`src/hw/rtl/tplme_pkg.sv`:
```
// Shared constants, command and status types and helper functions of the path-maximum engine.
`timescale 1ns / 1ps

package tplme_pkg;

  localparam int NODES     = 1024;
  localparam int LEVELS    = 10;
  localparam int IN_NODE_W = 10;
  localparam int WEIGHT_W  = 31;
  localparam int COST_W    = 41;
  localparam int RESULT_W  = 42;
  localparam int NODE_W    = $clog2(NODES);
  localparam int DEP_W     = $clog2(NODES + 1);
  localparam int LVL_W     = (LEVELS > 1) ? $clog2(LEVELS) : 1;
  localparam int LVC_W     = $clog2(LEVELS + 1);
  localparam int TAB_DEPTH = LEVELS * NODES;
  localparam int TAB_AW    = $clog2(TAB_DEPTH);

  localparam logic FUNC_LOAD  = 1'b0;
  localparam logic FUNC_QUERY = 1'b1;

  typedef enum logic [4:0] {
    OP_NONE,
    OP_ACCEPT,
    OP_LD_DEP,
    OP_LD_ISS,
    OP_LD_WR,
    OP_Q_DB,
    OP_Q_DC,
    OP_CL_ISS,
    OP_CL_W,
    OP_CL_SKIP,
    OP_LIFT_INIT,
    OP_LA,
    OP_LB,
    OP_LC,
    OP_FA,
    OP_FB,
    OP_FC,
    OP_FIN
  } op_e;

  typedef struct packed {
    op_e op;
  } dp_cmd_t;

  typedef struct packed {
    logic in_func;
    logic in_a_zero;
    logic in_self;
    logic lvl_last;
    logic lvl_zero;
    logic cl_done;
    logic delta_bit;
    logic uv_eq;
    logic out_free;
  } dp_status_t;

  // Node numbers at or above the table size fold onto the empty node.
  function automatic logic [NODE_W-1:0] node_of(input logic [IN_NODE_W-1:0] v);
    logic [NODE_W-1:0] r;
    r = '0;
    if (32'(v) < NODES) begin
      r = NODE_W'(v);
    end
    return r;
  endfunction

  function automatic logic [WEIGHT_W-1:0] wmax(input logic [WEIGHT_W-1:0] a,
                                               input logic [WEIGHT_W-1:0] b);
    return (a > b) ? a : b;
  endfunction

  function automatic logic [TAB_AW-1:0] tab_addr(input logic [LVL_W-1:0] lvl,
                                                 input logic [NODE_W-1:0] node);
    return TAB_AW'({lvl, node});
  endfunction

endpackage

```
`src/hw/rtl/tplme_ctrl.sv`:
```
// Controller state machine sequencing loads and queries through the datapath.
`timescale 1ns / 1ps

module tplme_ctrl
  import tplme_pkg::*;
(
  input  logic       clk_i,
  input  logic       rst_ni,
  input  logic       in_valid_i,
  output logic       in_ready_o,
  input  dp_status_t status_i,
  output dp_cmd_t    cmd_o
);

  localparam logic [3:0] S_IDLE   = 4'd0;
  localparam logic [3:0] S_LD_DEP = 4'd1;
  localparam logic [3:0] S_LD_ISS = 4'd2;
  localparam logic [3:0] S_LD_WR  = 4'd3;
  localparam logic [3:0] S_Q_DB   = 4'd4;
  localparam logic [3:0] S_Q_DC   = 4'd5;
  localparam logic [3:0] S_CL     = 4'd6;
  localparam logic [3:0] S_CL_W   = 4'd7;
  localparam logic [3:0] S_CHK    = 4'd8;
  localparam logic [3:0] S_LA     = 4'd9;
  localparam logic [3:0] S_LB     = 4'd10;
  localparam logic [3:0] S_LC     = 4'd11;
  localparam logic [3:0] S_FA     = 4'd12;
  localparam logic [3:0] S_FB     = 4'd13;
  localparam logic [3:0] S_FC     = 4'd14;
  localparam logic [3:0] S_FIN    = 4'd15;

  logic [3:0] state_q, state_d;

  assign in_ready_o = (state_q == S_IDLE);

  always_comb begin
    state_d    = state_q;
    cmd_o.op   = OP_NONE;
    case (state_q)
      S_IDLE: begin
        if (in_valid_i) begin
          cmd_o.op = OP_ACCEPT;
          if (status_i.in_func == FUNC_LOAD) begin
            state_d = status_i.in_a_zero ? S_IDLE : S_LD_DEP;
          end else begin
            state_d = status_i.in_self ? S_FIN : S_Q_DB;
          end
        end
      end
      S_LD_DEP: begin
        cmd_o.op = OP_LD_DEP;
        state_d  = (LEVELS > 1) ? S_LD_ISS : S_IDLE;
      end
      S_LD_ISS: begin
        cmd_o.op = OP_LD_ISS;
        state_d  = S_LD_WR;
      end
      S_LD_WR: begin
        cmd_o.op = OP_LD_WR;
        state_d  = status_i.lvl_last ? S_IDLE : S_LD_ISS;
      end
      S_Q_DB: begin
        cmd_o.op = OP_Q_DB;
        state_d  = S_Q_DC;
      end
      S_Q_DC: begin
        cmd_o.op = OP_Q_DC;
        state_d  = S_CL;
      end
      S_CL: begin
        if (status_i.cl_done) begin
          state_d = S_CHK;
        end else if (status_i.delta_bit) begin
          cmd_o.op = OP_CL_ISS;
          state_d  = S_CL_W;
        end else begin
          cmd_o.op = OP_CL_SKIP;
        end
      end
      S_CL_W: begin
        cmd_o.op = OP_CL_W;
        state_d  = S_CL;
      end
      S_CHK: begin
        cmd_o.op = OP_LIFT_INIT;
        state_d  = status_i.uv_eq ? S_FIN : S_LA;
      end
      S_LA: begin
        cmd_o.op = OP_LA;
        state_d  = S_LB;
      end
      S_LB: begin
        cmd_o.op = OP_LB;
        state_d  = S_LC;
      end
      S_LC: begin
        cmd_o.op = OP_LC;
        state_d  = status_i.lvl_zero ? S_FA : S_LA;
      end
      S_FA: begin
        cmd_o.op = OP_FA;
        state_d  = S_FB;
      end
      S_FB: begin
        cmd_o.op = OP_FB;
        state_d  = S_FC;
      end
      S_FC: begin
        cmd_o.op = OP_FC;
        state_d  = S_FIN;
      end
      S_FIN: begin
        if (status_i.out_free) begin
          cmd_o.op = OP_FIN;
          state_d  = S_IDLE;
        end
      end
      default: begin
        state_d = S_IDLE;
      end
    endcase
  end

  always_ff @(posedge clk_i or negedge rst_ni) begin
    if (!rst_ni) begin
      state_q <= S_IDLE;
    end else begin
      state_q <= state_d;
    end
  end

endmodule

```
`config.mk`:
```
export PLATFORM = sky130hd
export DESIGN_NAME = tplme_ctrl
export DESIGN_NICKNAME = d
export VERILOG_FILES = /design/src/hw/rtl/tplme_pkg.sv /design/src/hw/rtl/tplme_ctrl.sv
export SDC_FILE = /design/constraint.sdc
export NUM_CORES = 1
export LEC_CHECK = 0
export ABC_AREA = 1
export BUFFER_PORTS_ARGS = -buffer_cell sky130_fd_sc_hd__buf_2
export CORE_AREA = 5 5 42 44
export DETAILED_ROUTE_END_ITERATION = 8
export DIE_AREA = 0 0 47 49
export GPL_ROUTABILITY_DRIVEN = 0
export PLACE_DENSITY = 0.76
export SYNTH_ARGS = -nofsm -noshare
export SYNTH_HDL_FRONTEND = slang
export SYNTH_SLANG_ARGS = --single-unit
```
`constraint.sdc`:
```
create_clock -name clk_i -period 1.58 [get_ports clk_i]
set_clock_uncertainty 0.1 [all_clocks]
set_input_delay 0.316 -clock clk_i [delete_from_list [all_inputs] [get_ports clk_i]]
set_output_delay 0.316 -clock clk_i [all_outputs]
set_load 0.01 [all_outputs]
```
* After elaboration in Yosys (flattened, before gate mapping) *
Index checks and enable logic that the tools add are counted.

storage, ports and cells
  word-level logic and storage cells = 38
  input bits = 12
  bits in registers = 4
  output and inout port bits = 6

cells by class
  multiplexer cells = 16
  eq/ne operators = 18
  reductions and logical operators = 3

operators with widths
  cell                number
  $pmux 5 s16         1
  $pmux 4 s15         1
  $eq 4x4->1 const B  8
  $mux 4              8
  $eq 4x3->1 const B  4
  $eq 4x2->1 const B  2
  $mux 3              2
  $mux 5              1
  $eq 4x1->1 const B  1
  $logic_not 4->1     1
  $ne 2x2->1 const B  2
  $ne 3x3->1 const B  1
  $reduce_and 3->1    1
  $mux 1              2
  $mux 2              1
  $reduce_or 2->1     1

* Depth between registers and ports, before layout *
  word-level depth = 4
  gate-level depth with buffers = 9
  depth with buffers taken out = 9

* Least setup slack after synthesis *
OpenSTA, ideal clock, no wires.

  kind = reg-to-output
  start point = reg state_q[2]
  end point = out cmd_o[1] (netlist bit)
  required time = 1.164 ns
  slack = 0.061 ns
  buffers on the path = 0
  stages on the path, launching flop included = 9
  arrival = 1.103 ns
  path through = dfrtp_1 inv_1 nor2_1 nand2_1 nor2_1 nand2_1 o21ai_0 inv_1 nand3_1

RTL lines
  element                 line               RTL
  start, declared         tplme_ctrl.sv:32   logic [3:0] state_q, state_d;
  start signal, assigned  tplme_ctrl.sv:128  state_q <= state_d;
  end, declared           tplme_ctrl.sv:12   output dp_cmd_t cmd_o

==> impl.org <==
** GRT
- Antenna violations before repair :: 0
- First-pass GRT wire length :: about 2900 µm
- Vias in the first global route :: around 740
- Across every metal layer, demand over resource in global routing totals 16.5%.
- Pin count of the biggest net entering global routing :: 8
- The total overflow left after global routing is 0.

** Timing
- Setup repair after global routing could not meet its margin everywhere.
- At the pin with the least slew margin, the transition time is 253 ps.
- Worst Slack Setup Final :: -295 ps
- Slew Viols, Final :: 0
- In the finished design, the share of the clock period the worst path needs comes to 119%.
- Max frequency :: approximately 0.53 GHz
- Measured against its own limit, the worst slew margin works out to 83.1%.
- For the finished layout, the period the worst path requires is roughly 1900 ps.
- Total of endpoints with negative setup slack in the final report :: 6
- Total Neg Setup Slack :: -1250 ps
- Number of hold-slack violations in the final timing report :: 0

** Clock network
- CTS Buffer Depth :: 2
- In this run the number of H-tree levels came out at 1.
- The clock drives 4 sinks.
- Clock slew seen by the registers of the worst setup and hold paths :: 40 ps
- TritonCTS created 3 clock buffers.
- CTS tree :: built
- The tree is rooted in a sky130_fd_sc_hd__clkbuf_4.
- Clock latency reported for the late side of the worst-skew pair :: 230 ps

** Setup path
- The worst setup path is of the flop to output port kind.
- In this run the worst path has a maximum fanout of 6.
- CP required :: between 1000 and 1500 ps
- Critical path endpoint category :: output port
- The worst setup path is launched from a flop.
- At the worst endpoint, the arrival time is approximately 1500 ps.
- Setup slack of the worst register-to-register path :: roughly 30 ps

** Pwr
- Worst vdd ir :: between 1 and 1.5 mV
- Total power of the final layout :: around 2.1 mW
- Leakage power total :: 0.560 nW
- For this design the ratio of total power to cell area is 2200 mW/mm².

** Detailed routing
- The detailed router finished its first iteration with 19 violations.
- Total via count in the routed design :: 813
- Average wire length per cell after detail routing :: 12.3 µm
- In the routed layout, each cell is associated on average with a via count of approximately 5.
- After detailed routing, the number of remaining DRC violations is 0.
- The first detailed-routing pass took 5 iterations.
- Remaining number of nets flagged by the antenna check after routing :: 0
- Total routed wirelength :: between 2000 and 2500 µm

** Placement
- In this run the tool buffered the top-level ports with 17 buffer cells.
- The number of placed instances, taps included, is ~150.
- Hpwl dp :: 1300 µm
- At the placement stage, the worst setup path has a slack of -77.7 ps.

** Logic synthesis
- The cell count after synthesis came out at around 100.
- Of the synthesized area, sequential elements account for between 10% and 20%.
- Syn. warnings :: 0
- Mapped Nets :: between 100 and 150
- The cell area that synthesis handed to floorplanning was 514 µm².
- FF+latch count, synth :: 4
- Averaged over all synthesized cells, the footprint is roughly 5 µm².
- The netlist uses 14 different library cells.

** Run
- Max-cap violations in this run came to 0.

** Finish
- Of the cells placed in the final design, the portion with a size suffix greater than 1 is 47.6%.
- The largest registers in the layout are state_q (4).
- Leading cell type in the layout, fill and taps excluded :: sky130_fd_sc_hd__nand2_1
- Final layout net count :: around 160
- 0 antenna diodes ended up in the layout.
- Post-layout instance count excluding filler cells :: roughly 160
- The register with the most flip-flops in the layout has 4 of them.
- Most flop-heavy register :: state_q
- Util after Layout :: approximately two thirds
- Most frequent cells in the layout :: 28 x sky130_fd_sc_hd__nand2_1, 19 x sky130_fd_sc_hd__buf_4, 17 x sky130_fd_sc_hd__buf_2
- Area delta synth->final :: 84.9%

** Die
- The total area inside the core boundary comes to about 0.0014 mm².
- Die width :: approximately 47 µm
- The initial utilization of the core area, before any placement, comes to ~37%.
- The die is a little under 50 µm tall.
- Row cnt :: 14
- I/O Pins :: 18
- The die covers between 0.002 and 0.0025 mm².

** Worst hold path
- The path class of the tightest hold or removal check is input port to async pin.

** Run status
- The flow ran to the end, but the final reports show violations.
- Violated checks :: negative setup slack
[layer usage]
metal  vias up  GRT usage (%)  routed length, µm
met5         -              0                  0
met4         0           3.69                 25
met3         2           3.69                131
met2        34           26.7               1040
met1       367           21.7                814
li1        410              -                  -
[cell families (layout without fill, tap and decap cells)]
logic type	Yosys count	count (layout)	synth area share [%]
buffers and inverters	18	62	13.1
AND/OR/NAND/NOR	73	73	57.7
AO/OA/AOI/OAI	8	8	9.73
flip-flops	4	4	19.5
[area by class of cell]
| type | count | area [µm²] |
|---|---|---|
| Multi-Input combinational cell | 81 | 455 |
| Inverter | 18 | 67.6 |
| Tap cell | 16 | 20.0 |
| Timing Repair Buffer | 41 | 283 |
| Sequential cell | 4 | 103 |
| Fill cell | 128 | 450 |
| Clock buffer | 3 | 22.5 |
[through the flow]
stage | area, µm² | hold slack [ps]
finish | 951 | 314
global route | 951 | 331
CTS | 830 | 311
detailed placement | 739 | 23.0
global placement | 739 | 21.3
floorplan | 514 | -79.6
[timing repair]
action                                 4_1_cts  5_1_grt
setup buffers                                3        5
resized for setup                           14       24
pin swaps                                    7       11
hold buffers                                 1        0
setup endpoints to repair                    6       10
endpoints found under the hold margin        4        0
[power breakdown]
| part | switching, mW | internal (mW) | leakage, nW | total, mW |
|---|---|---|---|---|
| sequential | 0.0917 | 0.167 | 0.0460 | 0.259 |
| combinational | 0.930 | 0.778 | 0.500 | 1.71 |
| clock | 0.0394 | 0.0848 | 0.0138 | 0.124 |
[worst max-delay path: stages (launching register included)]
cell and delay (ps):
sky130_fd_sc_hd__dfrtp_2 440, sky130_fd_sc_hd__buf_4 150, sky130_fd_sc_hd__nand2_2 110, sky130_fd_sc_hd__o22ai_1 110, sky130_fd_sc_hd__a21oi_1 170, sky130_fd_sc_hd__nand3_1 100
sky130_fd_sc_hd__buf_2 150
[Yosys cell counts (all sizes together)]
| cell | n | area, µm² |
|---|---|---|
| nor3 | 2 | 10.0 |
| nor2 | 20 | 75.1 |
| nand3b | 1 | 7.51 |
| o211ai | 1 | 7.51 |
| inv | 18 | 67.6 |
| o22ai | 1 | 6.26 |
| nand3 | 11 | 55.1 |
| nand2 | 38 | 143 |
| nand4 | 1 | 6.26 |
| o2111ai | 1 | 8.76 |
| dfrtp | 4 | 100 |
| a21oi | 2 | 10.0 |
| a211oi | 1 | 7.51 |
| o21ai | 2 | 10.0 |
[worst paths after layout]
path                        startpoint          to  cells past startpoint
min                             rst_ni  state_q[0]                      2
min reg2reg                 state_q[3]  state_q[0]                      6
max in group asynchronous       rst_ni  state_q[3]                      2
min in group clk_i         status_i[0]  state_q[0]                      4
max                         state_q[0]    cmd_o[2]                      6
max reg2reg                 state_q[1]  state_q[1]                     10
(Power assumes the default switching activity.)
